[src/rtl/lsmc_pkg.sv]
// Package: shared constants, widths and types for the line sensor majority centroid unit.
package lsmc_pkg;

  localparam int SENSOR_COUNT = 5;
  localparam int WINDOW_LEN   = 5;
  localparam int NUM_POS_REGS = 5;
  localparam int RAW_W        = 8;
  localparam int POS_W        = 8;
  localparam int ERR_W        = 16;
  localparam int Q8_SHIFT     = 8;

  localparam int SEEN_W  = $clog2(WINDOW_LEN + 1);
  localparam int COUNT_W = $clog2(SENSOR_COUNT + 1);
  localparam int IDX_W   = (SENSOR_COUNT > 1) ? $clog2(SENSOR_COUNT) : 1;
  localparam int PIDX_W  = (NUM_POS_REGS > 1) ? $clog2(NUM_POS_REGS) : 1;
  localparam int SUM_W   = POS_W + COUNT_W;

  // divider: two quotient bits per step
  localparam int DIVIDEND_W = SUM_W + Q8_SHIFT;
  localparam int DIV_STEPS  = (DIVIDEND_W + 1) / 2;
  localparam int DIV_W      = 2 * DIV_STEPS;
  localparam int STEP_W     = $clog2(DIV_STEPS + 1);

  typedef struct packed {
    logic busy;
    logic done;
  } lsmc_div_status_t;

endpackage

[src/rtl/lsmc_if.sv]
// Interfaces: input sample channel and result channel.
interface lsmc_in_if;
  import lsmc_pkg::*;
  logic             valid;
  logic             ready;
  logic [RAW_W-1:0] raw_sensor_bits;

  modport source (output valid, output raw_sensor_bits, input ready);
  modport sink   (input valid, input raw_sensor_bits, output ready);
endinterface

interface lsmc_out_if;
  import lsmc_pkg::*;
  logic                    valid;
  logic                    ready;
  logic [SENSOR_COUNT-1:0] voted_mask;
  logic signed [ERR_W-1:0] position_error_q8;
  logic                    line_lost;
  logic                    window_full;

  modport source (output valid, output voted_mask, output position_error_q8,
                  output line_lost, output window_full, input ready);
  modport sink   (input valid, input voted_mask, input position_error_q8,
                  input line_lost, input window_full, output ready);
endinterface

[src/rtl/line_sensor_majority_centroid_unit.sv]
// Top level: sequencer, position registers, serial accumulate and result register.
//
//  channel  | dir | handshake     | payload
//  in_chan  | in  | valid/ready   | raw_sensor_bits[7:0]
//  out_chan | out | valid/ready   | voted_mask[4:0], position_error_q8[15:0], line_lost,
//           |     |               | window_full
//  cfg_*    | in  | cfg_we        | cfg_index[2:0], cfg_data[7:0]
//
// A sample passes from its request through the vote, the shared accumulator (one sensor
// at a time), the divide setup, the radix-4 divider (ten steps, then taking the quotient)
// and the result load; with no sensor voted the divide is skipped. in_chan is ready again
// the cycle after the result loads, so a new request is taken only once the last sample
// is through.
// Synchronous active-low reset clears the history windows, sample count, positions and
// control state. in_chan is ready only when the sequencer is idle; a result waiting on
// out_chan does not block the next request, only the loading of its own result.
module line_sensor_majority_centroid_unit
  import lsmc_pkg::*;
(
  input  logic              clk,
  input  logic              rst_n,
  lsmc_in_if.sink           in_chan,
  lsmc_out_if.source        out_chan,
  input  logic              cfg_we,
  input  logic [PIDX_W-1:0] cfg_index,
  input  logic [POS_W-1:0]  cfg_data
);

  localparam logic [2:0] S_IDLE  = 3'd0;
  localparam logic [2:0] S_VOTE  = 3'd1;
  localparam logic [2:0] S_ACC   = 3'd2;
  localparam logic [2:0] S_DIVGO = 3'd3;
  localparam logic [2:0] S_DIV   = 3'd4;
  localparam logic [2:0] S_DONE  = 3'd5;

  logic [2:0]              state_r, state_nxt;
  logic [POS_W-1:0]        pos_r [NUM_POS_REGS];
  logic [SENSOR_COUNT-1:0] voted_r;
  logic                    full_r;
  logic [IDX_W-1:0]        idx_r;
  logic signed [SUM_W-1:0] sum_r;
  logic [COUNT_W-1:0]      count_r;
  logic signed [ERR_W-1:0] err_r;

  logic                    out_valid_r;
  logic [SENSOR_COUNT-1:0] out_mask_r;
  logic signed [ERR_W-1:0] out_err_r;
  logic                    out_lost_r;
  logic                    out_full_r;

  logic [SENSOR_COUNT-1:0] voted;
  logic                    window_full;
  logic                    in_fire;
  logic                    out_load;
  logic signed [SUM_W-1:0] pos_cur;
  logic [SUM_W-1:0]        sum_mag;
  logic [DIV_W-1:0]        dividend;
  logic                    div_start;
  lsmc_div_status_t        div_st;
  logic [DIV_W-1:0]        quotient;
  logic [ERR_W-1:0]        quo_lo;

  assign in_chan.ready = (state_r == S_IDLE);
  assign in_fire       = in_chan.valid && in_chan.ready;
  assign out_load      = (state_r == S_DONE) && (!out_valid_r || out_chan.ready);
  assign div_start     = (state_r == S_DIVGO) && (count_r != '0);

  lsmc_vote u_vote (
    .clk         (clk),
    .rst_n       (rst_n),
    .shift_en    (in_fire),
    .sample      (in_chan.raw_sensor_bits[SENSOR_COUNT-1:0]),
    .voted       (voted),
    .window_full (window_full)
  );

  // sensors without a position register sit at 0 mm
  always_comb begin
    pos_cur = '0;
    if (32'(idx_r) < NUM_POS_REGS) begin
      pos_cur = SUM_W'(signed'(pos_r[idx_r[PIDX_W-1:0]]));
    end
  end

  assign sum_mag  = sum_r[SUM_W-1] ? SUM_W'(-sum_r) : SUM_W'(sum_r);
  assign dividend = DIV_W'({sum_mag, {Q8_SHIFT{1'b0}}});

  lsmc_div u_div (
    .clk      (clk),
    .rst_n    (rst_n),
    .start    (div_start),
    .dividend (dividend),
    .divisor  (count_r),
    .status   (div_st),
    .quotient (quotient)
  );

  assign quo_lo = quotient[ERR_W-1:0];

  always_comb begin
    state_nxt = state_r;
    unique case (state_r)
      S_IDLE:  if (in_fire) state_nxt = S_VOTE;
      S_VOTE:  state_nxt = S_ACC;
      S_ACC:   if (idx_r == IDX_W'(SENSOR_COUNT - 1)) state_nxt = S_DIVGO;
      S_DIVGO: state_nxt = (count_r != '0) ? S_DIV : S_DONE;
      S_DIV:   if (div_st.done) state_nxt = S_DONE;
      S_DONE:  if (out_load) state_nxt = S_IDLE;
      default: state_nxt = S_IDLE;
    endcase
  end

  always_ff @(posedge clk) begin
    if (!rst_n) begin
      state_r     <= S_IDLE;
      out_valid_r <= 1'b0;
      for (int i = 0; i < NUM_POS_REGS; i++) pos_r[i] <= '0;
    end else begin
      state_r <= state_nxt;
      if (out_load) out_valid_r <= 1'b1;
      else if (out_chan.ready) out_valid_r <= 1'b0;
      if (cfg_we && (32'(cfg_index) < NUM_POS_REGS)) pos_r[cfg_index] <= cfg_data;
    end
  end

  always_ff @(posedge clk) begin
    unique case (state_r)
      S_VOTE: begin
        voted_r <= voted;
        full_r  <= window_full;
        idx_r   <= '0;
        sum_r   <= '0;
        count_r <= '0;
      end
      S_ACC: begin
        if (voted_r[idx_r]) begin
          sum_r   <= sum_r + pos_cur;
          count_r <= count_r + 1'b1;
        end
        idx_r <= idx_r + 1'b1;
      end
      S_DIVGO: err_r <= '0;
      S_DIV: begin
        if (div_st.done) err_r <= sum_r[SUM_W-1] ? ERR_W'(-quo_lo) : ERR_W'(quo_lo);
      end
      default: ;
    endcase
    if (out_load) begin
      out_mask_r <= voted_r;
      out_err_r  <= err_r;
      out_lost_r <= (voted_r == '0);
      out_full_r <= full_r;
    end
  end

  assign out_chan.valid             = out_valid_r;
  assign out_chan.voted_mask        = out_mask_r;
  assign out_chan.position_error_q8 = out_err_r;
  assign out_chan.line_lost         = out_lost_r;
  assign out_chan.window_full       = out_full_r;

endmodule

[src/rtl/lsmc_vote.sv]
// Sensor history windows, sample counter and majority vote.
module lsmc_vote
  import lsmc_pkg::*;
(
  input  logic                    clk,
  input  logic                    rst_n,
  input  logic                    shift_en,
  input  logic [SENSOR_COUNT-1:0] sample,
  output logic [SENSOR_COUNT-1:0] voted,
  output logic                    window_full
);

  logic [WINDOW_LEN-1:0] window_r [SENSOR_COUNT];
  logic [SEEN_W-1:0]     seen_r;
  logic [SEEN_W-1:0]     threshold;

  always_ff @(posedge clk) begin
    if (!rst_n) begin
      for (int i = 0; i < SENSOR_COUNT; i++) window_r[i] <= '0;
      seen_r <= '0;
    end else if (shift_en) begin
      for (int i = 0; i < SENSOR_COUNT; i++) begin
        window_r[i] <= {window_r[i][WINDOW_LEN-2:0], sample[i]};
      end
      if (seen_r < SEEN_W'(WINDOW_LEN)) seen_r <= seen_r + 1'b1;
    end
  end

  // with no samples every window is clear, so nothing votes
  assign threshold = (seen_r >> 1) + 1'b1;

  always_comb begin
    logic [SEEN_W-1:0] ones;
    voted = '0;
    for (int i = 0; i < SENSOR_COUNT; i++) begin
      ones = '0;
      for (int b = 0; b < WINDOW_LEN; b++) ones = ones + SEEN_W'(window_r[i][b]);
      voted[i] = (ones >= threshold);
    end
  end

  assign window_full = (seen_r >= SEEN_W'(WINDOW_LEN));

endmodule

[src/rtl/lsmc_div.sv]
// Radix-4 restoring divider: unsigned dividend by a small sensor count.
module lsmc_div
  import lsmc_pkg::*;
(
  input  logic               clk,
  input  logic               rst_n,
  input  logic               start,
  input  logic [DIV_W-1:0]   dividend,
  input  logic [COUNT_W-1:0] divisor,
  output lsmc_div_status_t   status,
  output logic [DIV_W-1:0]   quotient
);

  logic               busy_r, busy_nxt;
  logic               done_r, done_nxt;
  logic [STEP_W-1:0]  step_r, step_nxt;
  logic [DIV_W-1:0]   quo_r, quo_nxt;
  logic [COUNT_W-1:0] rem_r, rem_nxt;
  logic [COUNT_W-1:0] den_r;
  logic [DIV_W-1:0]   quo_step;
  logic [COUNT_W-1:0] rem_step;

  // two dependent compare-subtract steps per cycle
  always_comb begin
    logic [COUNT_W:0] trial;
    quo_step = quo_r;
    rem_step = rem_r;
    for (int k = 0; k < 2; k++) begin
      trial = {rem_step, quo_step[DIV_W-1]};
      quo_step = {quo_step[DIV_W-2:0], 1'b0};
      if (trial >= {1'b0, den_r}) begin
        trial = trial - {1'b0, den_r};
        quo_step[0] = 1'b1;
      end
      rem_step = trial[COUNT_W-1:0];
    end
  end

  always_comb begin
    busy_nxt = busy_r;
    done_nxt = 1'b0;
    step_nxt = step_r;
    quo_nxt  = quo_r;
    rem_nxt  = rem_r;
    if (start) begin
      busy_nxt = 1'b1;
      step_nxt = STEP_W'(DIV_STEPS);
      quo_nxt  = dividend;
      rem_nxt  = '0;
    end else if (busy_r) begin
      quo_nxt  = quo_step;
      rem_nxt  = rem_step;
      step_nxt = step_r - 1'b1;
      if (step_r == STEP_W'(1)) begin
        busy_nxt = 1'b0;
        done_nxt = 1'b1;
      end
    end
  end

  always_ff @(posedge clk) begin
    if (!rst_n) begin
      busy_r <= 1'b0;
      done_r <= 1'b0;
      step_r <= '0;
    end else begin
      busy_r <= busy_nxt;
      done_r <= done_nxt;
      step_r <= step_nxt;
    end
  end

  always_ff @(posedge clk) begin
    quo_r <= quo_nxt;
    rem_r <= rem_nxt;
    if (start) den_r <= divisor;
  end

  assign status.busy = busy_r;
  assign status.done = done_r;
  assign quotient    = quo_r;

endmodule

[src/flat_wrapper.sv]
// flat-port wrapper written by rule: the top's interface ports become plain ports
module line_sensor_majority_centroid_unit_flat import lsmc_pkg::*;
  (clk, rst_n, cfg_we, cfg_index, cfg_data, in_chan_valid, in_chan_raw_sensor_bits, in_chan_ready, out_chan_valid, out_chan_voted_mask, out_chan_position_error_q8, out_chan_line_lost, out_chan_window_full, out_chan_ready);
  lsmc_in_if in_chan_i ();
  lsmc_out_if out_chan_i ();
  input  logic clk;
  input  logic rst_n;
  input  logic cfg_we;
  input  logic [PIDX_W-1:0] cfg_index;
  input  logic [POS_W-1:0] cfg_data;
  input wire logic [$bits(in_chan_i.valid)-1:0] in_chan_valid;
  input wire logic [$bits(in_chan_i.raw_sensor_bits)-1:0] in_chan_raw_sensor_bits;
  output wire logic [$bits(in_chan_i.ready)-1:0] in_chan_ready;
  output wire logic [$bits(out_chan_i.valid)-1:0] out_chan_valid;
  output wire logic [$bits(out_chan_i.voted_mask)-1:0] out_chan_voted_mask;
  output wire logic [$bits(out_chan_i.position_error_q8)-1:0] out_chan_position_error_q8;
  output wire logic [$bits(out_chan_i.line_lost)-1:0] out_chan_line_lost;
  output wire logic [$bits(out_chan_i.window_full)-1:0] out_chan_window_full;
  input wire logic [$bits(out_chan_i.ready)-1:0] out_chan_ready;
  assign in_chan_i.valid = in_chan_valid;
  assign in_chan_i.raw_sensor_bits = in_chan_raw_sensor_bits;
  assign in_chan_ready = in_chan_i.ready;
  assign out_chan_valid = out_chan_i.valid;
  assign out_chan_voted_mask = out_chan_i.voted_mask;
  assign out_chan_position_error_q8 = out_chan_i.position_error_q8;
  assign out_chan_line_lost = out_chan_i.line_lost;
  assign out_chan_window_full = out_chan_i.window_full;
  assign out_chan_i.ready = out_chan_ready;
  line_sensor_majority_centroid_unit u_core (.clk(clk), .rst_n(rst_n), .in_chan(in_chan_i), .out_chan(out_chan_i), .cfg_we(cfg_we), .cfg_index(cfg_index), .cfg_data(cfg_data));
endmodule
[config.mk]
export PLATFORM = sky130hd
export DESIGN_NAME = line_sensor_majority_centroid_unit_flat
export DESIGN_NICKNAME = d
export VERILOG_FILES = /design/src/rtl/lsmc_pkg.sv /design/src/rtl/lsmc_if.sv /design/src/rtl/line_sensor_majority_centroid_unit.sv /design/src/rtl/lsmc_vote.sv /design/src/rtl/lsmc_div.sv /design/src/flat_wrapper.sv
export SDC_FILE = /design/constraint.sdc
export NUM_CORES = 1
export LEC_CHECK = 0
export BUFFER_PORTS_ARGS = -buffer_cell sky130_fd_sc_hd__buf_2
export CAP_MARGIN = 10
export CORE_MARGIN = 2
export CORE_UTILIZATION = 60
export DETAILED_ROUTE_END_ITERATION = 8
export GPL_ROUTABILITY_DRIVEN = 0
export PLACE_DENSITY = 0.83
export SKIP_CTS_REPAIR_TIMING = 1
export SLEW_MARGIN = 20
export SYNTH_ARGS = -nofsm -noshare
export SYNTH_HDL_FRONTEND = slang
export SYNTH_HIERARCHICAL = 1
export SYNTH_SLANG_ARGS = --single-unit
[constraint.sdc]
create_clock -name clk -period 4 [get_ports clk]
set_clock_uncertainty 0.1 [all_clocks]
set_input_delay 0 -clock clk [delete_from_list [all_inputs] [get_ports clk]]
set_output_delay 0 -clock clk [all_outputs]
set_load 0.1 [all_outputs]
# ---- Yosys cells after proc, flatten, opt, wreduce, memory -nomap -nowiden
# Memories as Yosys holds them, arrays and structs flattened. A register that Yosys moved wholly into a read port is not among the register bits.
# Cells that the tools add are included.
dict set report totals {
  ramBits 65
  output_inout_bits 25
  memories 2
  reg_bits 101
  elab_cells 152
}
# name words width read_ports rd_ports_with_merged_regs wr line_no
set mem_list {}
lappend mem_list {u_core.pos_r 5 8 1 1 5 line_sensor_majority_centroid_unit.sv:37} ;# logic [POS_W-1:0] pos_r [NUM_POS_REGS];
lappend mem_list {u_core.u_vote.window_r 5 5 5 0 5 lsmc_vote.sv:13} ;# logic [WINDOW_LEN-1:0] window_r [SENSOR_COUNT];
dict set report op_classes {
  reduce_logical 20
  magnitude_cmp 12
  bitwise_logic 7
  addsub 30
  eq_ne 12
  n_mux 48
}
# op count
set op_table {}
lappend op_table {{$mux 19} 2}
lappend op_table {{$mux 11} 3}
lappend op_table {{$mux 16} 2}
lappend op_table {{$pmux 16 s2} 1}
lappend op_table {{$add 3x1->3} 10}
lappend op_table {{$mux 3} 9}
lappend op_table {{$mux 5} 5}
lappend op_table {{$pmux 11 s2} 1}
lappend op_table {{$mux 1} 18}
lappend op_table {{$pmux 3 s6} 1}
lappend op_table {{$neg 16->16} 1}
lappend op_table {{$add 2x1->3} 5}
lappend op_table {{$ge 3x3->1} 5}
lappend op_table {{$pmux 3 s2} 2}
lappend op_table {{$add 11x11->11} 1}
lappend op_table {{$neg 11->11} 1}
lappend op_table {{$add 1x1->2} 5}
lappend op_table {{$add 3x1->3 const B} 3}
lappend op_table {{$eq 3x3->1 const B} 3}
lappend op_table {{$lt 3x3->1 const B} 3}
lappend op_table {{$ge 4x3->1} 2}
lappend op_table {{$mux 4} 2}
lappend op_table {{$mux 8} 1}
lappend op_table {{$reduce_bool 2->1} 4}
lappend op_table {{24 further kinds} 39}

# ---- Logic depth before layout (Yosys ltp)
dict set report logic_depth {
  ltp_word 7
  ltp_mapped 14
}

# ---- By module
# Netlist, hierarchy kept.
# module seq_area_each_um2 instances area_per_inst_um2 cells_each
set by_module_without_submodules {}
lappend by_module_without_submodules {line_sensor_majority_centroid_unit 3923.8 1 6187.2 449}
lappend by_module_without_submodules {lsmc_vote 810.8 1 1785.5 153}
lappend by_module_without_submodules {lsmc_div 870.8 1 1615.3 123}

# ---- Worst setup path after synthesis
# Ideal clock, no wire load.
dict set report synth_timing {
  kind {register to register}
  from {register u_core.state_r[2]}
  to {memory u_core.u_vote.window_r[0][0] (enable)}
  period_less_slack_ns 4.307
  stages_incl_launch_ff 7
  path_slack_ns -0.307
  setup_ns 0.382
  arrival_time_ns 3.825
  path_buffers 2
  t_required_ns 3.518
  cell_sequence {dfxtp_1 clkbuf_1 nor3_1 and2_1 inv_2 buf_2 nand2_1}
}
# item line_no
set synth_rtl {}
lappend synth_rtl {{start: declaration} line_sensor_majority_centroid_unit.sv:36} ;# logic [2:0] state_r, state_nxt;
lappend synth_rtl {{start signal: assignment} line_sensor_majority_centroid_unit.sv:119} ;# state_r <= state_nxt;
lappend synth_rtl {{end: declaration} lsmc_vote.sv:13}

# ---- Worst setup path after layout
dict set report layout_timing {
  from {register u_core.u_div.quo_r[19] (netlist: u_core/u_div/quotient[19])}
  to {register u_core.u_div.quo_r[0] (netlist: u_core/u_div/quotient[0]) (data pin)}
}
dict set report layout_via {
  elab_chain_cells 4
  word_cells_on_any_way 5
  classes_between {1 x add/sub; 2 x order compare; 2 x mux}
}
# item line_no
set layout_lines {}
lappend layout_lines {{start: declaration} lsmc_div.sv:17} ;# logic [DIV_W-1:0] quo_r, quo_nxt;
lappend layout_lines {{start signal: assignment} lsmc_div.sv:74} ;# quo_r <= quo_nxt;
lappend layout_lines {{$ge 4x3->1 / $sub 3x3->3 (equally long branches)} {lsmc_div.sv:31, lsmc_div.sv:32}}
lappend layout_lines {{$mux 3 *} lsmc_div.sv:31} ;# if (trial >= {1'b0, den_r}) begin
lappend layout_lines {{$ge 4x3->1 *} lsmc_div.sv:31}
lappend layout_lines {{$mux 1 *} lsmc_div.sv:31}
# Mark *: on every way between the ends. The rest lies on a longest branch, timed or not.
# A chain may end at the register's enable or synchronous reset.

==> results.md <==
- Starting Density: between 60% and 70%
- Clock transition at the registers of the reported paths: approximately 0.060 ns
- Final Util: 69.3%
- Global route total overflow: 0
- Setup TNS: 0 ns
- Total Nets Final: 908
- Synth warn: 6
- Max frequency: 297 MHz
- Share of layout cells above drive strength 1: ~17%
- Crit-path slowest cell: fa_1
- CP Max Fanout: 7
- CTS Sinks: 193
- CTS H-tree lvls: 4
- Non-Filler Instances: roughly 1.1k
- Ports: just under 50
- Antenna Cells: 0
- Cts bufs inserted: 17
- Count of final setup violators: 0
- 1st-iter DRT viols: 410
- Violated checks: negative hold slack
- Hold WS: -0.0181 ns
- Total GRT Usage: a little over a fifth
- Most frequent cells in the layout: 174 x edfxtp_1, 59 x inv_1, 56 x nor2_1, 48 x ha_1, 45 x buf_2
- Num rows: 46
- Worst skew pair latency: ~0.43 ns
- Via-per-instance ratio: roughly 5.5
- DP Area: just over 10000 um^2
- Count of final max-slew check failures: 0
- RSZ-0062 raised after global routing: no
- Detail Route Antenna Nets: 0
- Final instance area: about 11000 um^2
- Crit start category: flip-flop
- CP Data Required Time: about 4.1 ns
- Final hold violations: 3
- Worst EP arrival: 3.45 ns
- Synth-to-layout area growth: 14.1%
- Syn Area/Cell: about 13 um^2
- Vias: approximately 5.8k
- Netlist Area Pre-Place: about 9600 um^2
- Max_cap viols: 0
- First-pass GRT wire length: ~27000 um
- Worst VDD drop: roughly 0.42 mV
- Pleak: between 4 and 5 nW
- Die Span X: ~130 um
- Final Cycle Share: a little over four fifths
- Dpl cells: between 1k and 1.5k
- Worst path cell trace: inv_1 -> ha_1 -> inv_1 -> fa_1 -> and2_4 -> nor3_1 -> a22oi_1 -> fa_1 -> a21o_1 -> a21oi_1 -> o31ai_4 -> mux2_2
- DP HPWL: 11400 um
- WL final: about 17000 um
- Initial antenna violation count: 0
- Routed length on met1: approximately 7000 um
- Input/output buffers: 45
- Largest net degree at the start of global routing: 31
- CTS tree: done
- DR WL/cell: about 16 um
- CP max stage delay: approximately 0.46 ns
- DR top layer: met4
- Clk buf depth: 2
- Hold Crit Class: in2reg
- Mapped Cells: 724
- Number of global-route vias before repair: 5777
- # DRC: 0
- Die Y: around 130 um
- Max_slew headroom: about 30%
- Outcome: finished, violations left
- Final min period: approximately 3.4 ns
- Met2 WL post-DR: ~9100 um
- Worst Path Class, Setup: reg2reg
- Met3 routed WL: ~740 um
- Worst Tran Pin Value: 1.06 ns
- Core Area: 15800 um^2
- Commonest non-fill, non-tap cell in the layout: edfxtp_1
- DRT Pass-1 Iters: 7
- Die footprint: 17000 um^2
- Critical path endpoint category: flip-flop
- CTS root buffer: clkbuf_16
- Power Density: about 570 nW/um^2
[through the flow]
step                      setup slack, ns  total power [W]  hold WS, ns
after detailed placement            0.677          0.00446        0.163
after global placement              0.809          0.00434        0.144
after floorplan                     0.613          0.00407     -0.00113
after global routing                0.476          0.00651      0.00364
after CTS                           0.662          0.00619       -0.290
final                               0.632          0.00618      -0.0181
[registers in the layout, indices dropped and copies added, names as in the netlist, 4 cells and up, named ones only]
register and flops:
u_core/out_chan.voted_mask 5, u_core/voted_r 5, u_core/u_div/quotient 20, u_core/sum_r 11
u_core/u_div/step_r 4, u_core/pos_r 64, u_core/err_r 16, u_core/u_vote/window_r 25
u_core/out_chan.position_error_q8 16
[routing by layer]
layer	global-route usage, %	up-vias
li1	-	2771
met1	24.6	2818
met2	37.8	144
met3	4.96	23
met4	7.20	0
met5	0	-
[layout make-up]
cell class / instances / area, um^2
sequential: 193 / 5610
fill: 1083 / 4840
multi-input combinational: 480 / 3780
timing repair buffer: 70 / 450
clock buffer: 19 / 433
tap: 216 / 270
inverter: 61 / 229
clock inverter: 13 / 160
[final timing paths]
kind,startpoint,slack [ns],depth (start not counted),to
worst min register to register,u_core/err_r[10],0.32,0,u_core/out_chan.position_error_q8[10]
worst max-delay path,u_core/u_div/quotient[19],0.63,12,u_core/u_div/quotient[0]
worst max register to register,u_core/u_div/quotient[19],0.63,12,u_core/u_div/quotient[0]
worst min-delay path,rst_n,-0.02,2,u_core/u_vote/seen_r[0]
[where the power goes]
group | switching (W) | total (W) | internal, W
combinational | 0.000959 | 0.00180 | 0.000839
sequential | 0.000202 | 0.00267 | 0.00247
clock | 0.000725 | 0.00171 | 0.000985
[critical path: cells and delay by family (launching register included)]
kind / cells / cell delay [ns]
mux: 1 / 0.29
fa+ha+maj: 3 / 1.00
simple gates: 2 / 0.41
compound gates: 4 / 0.81
flops: 1 / 0.37
buf+inv: 2 / 0.13
Power figures use the tool's default switching activity.
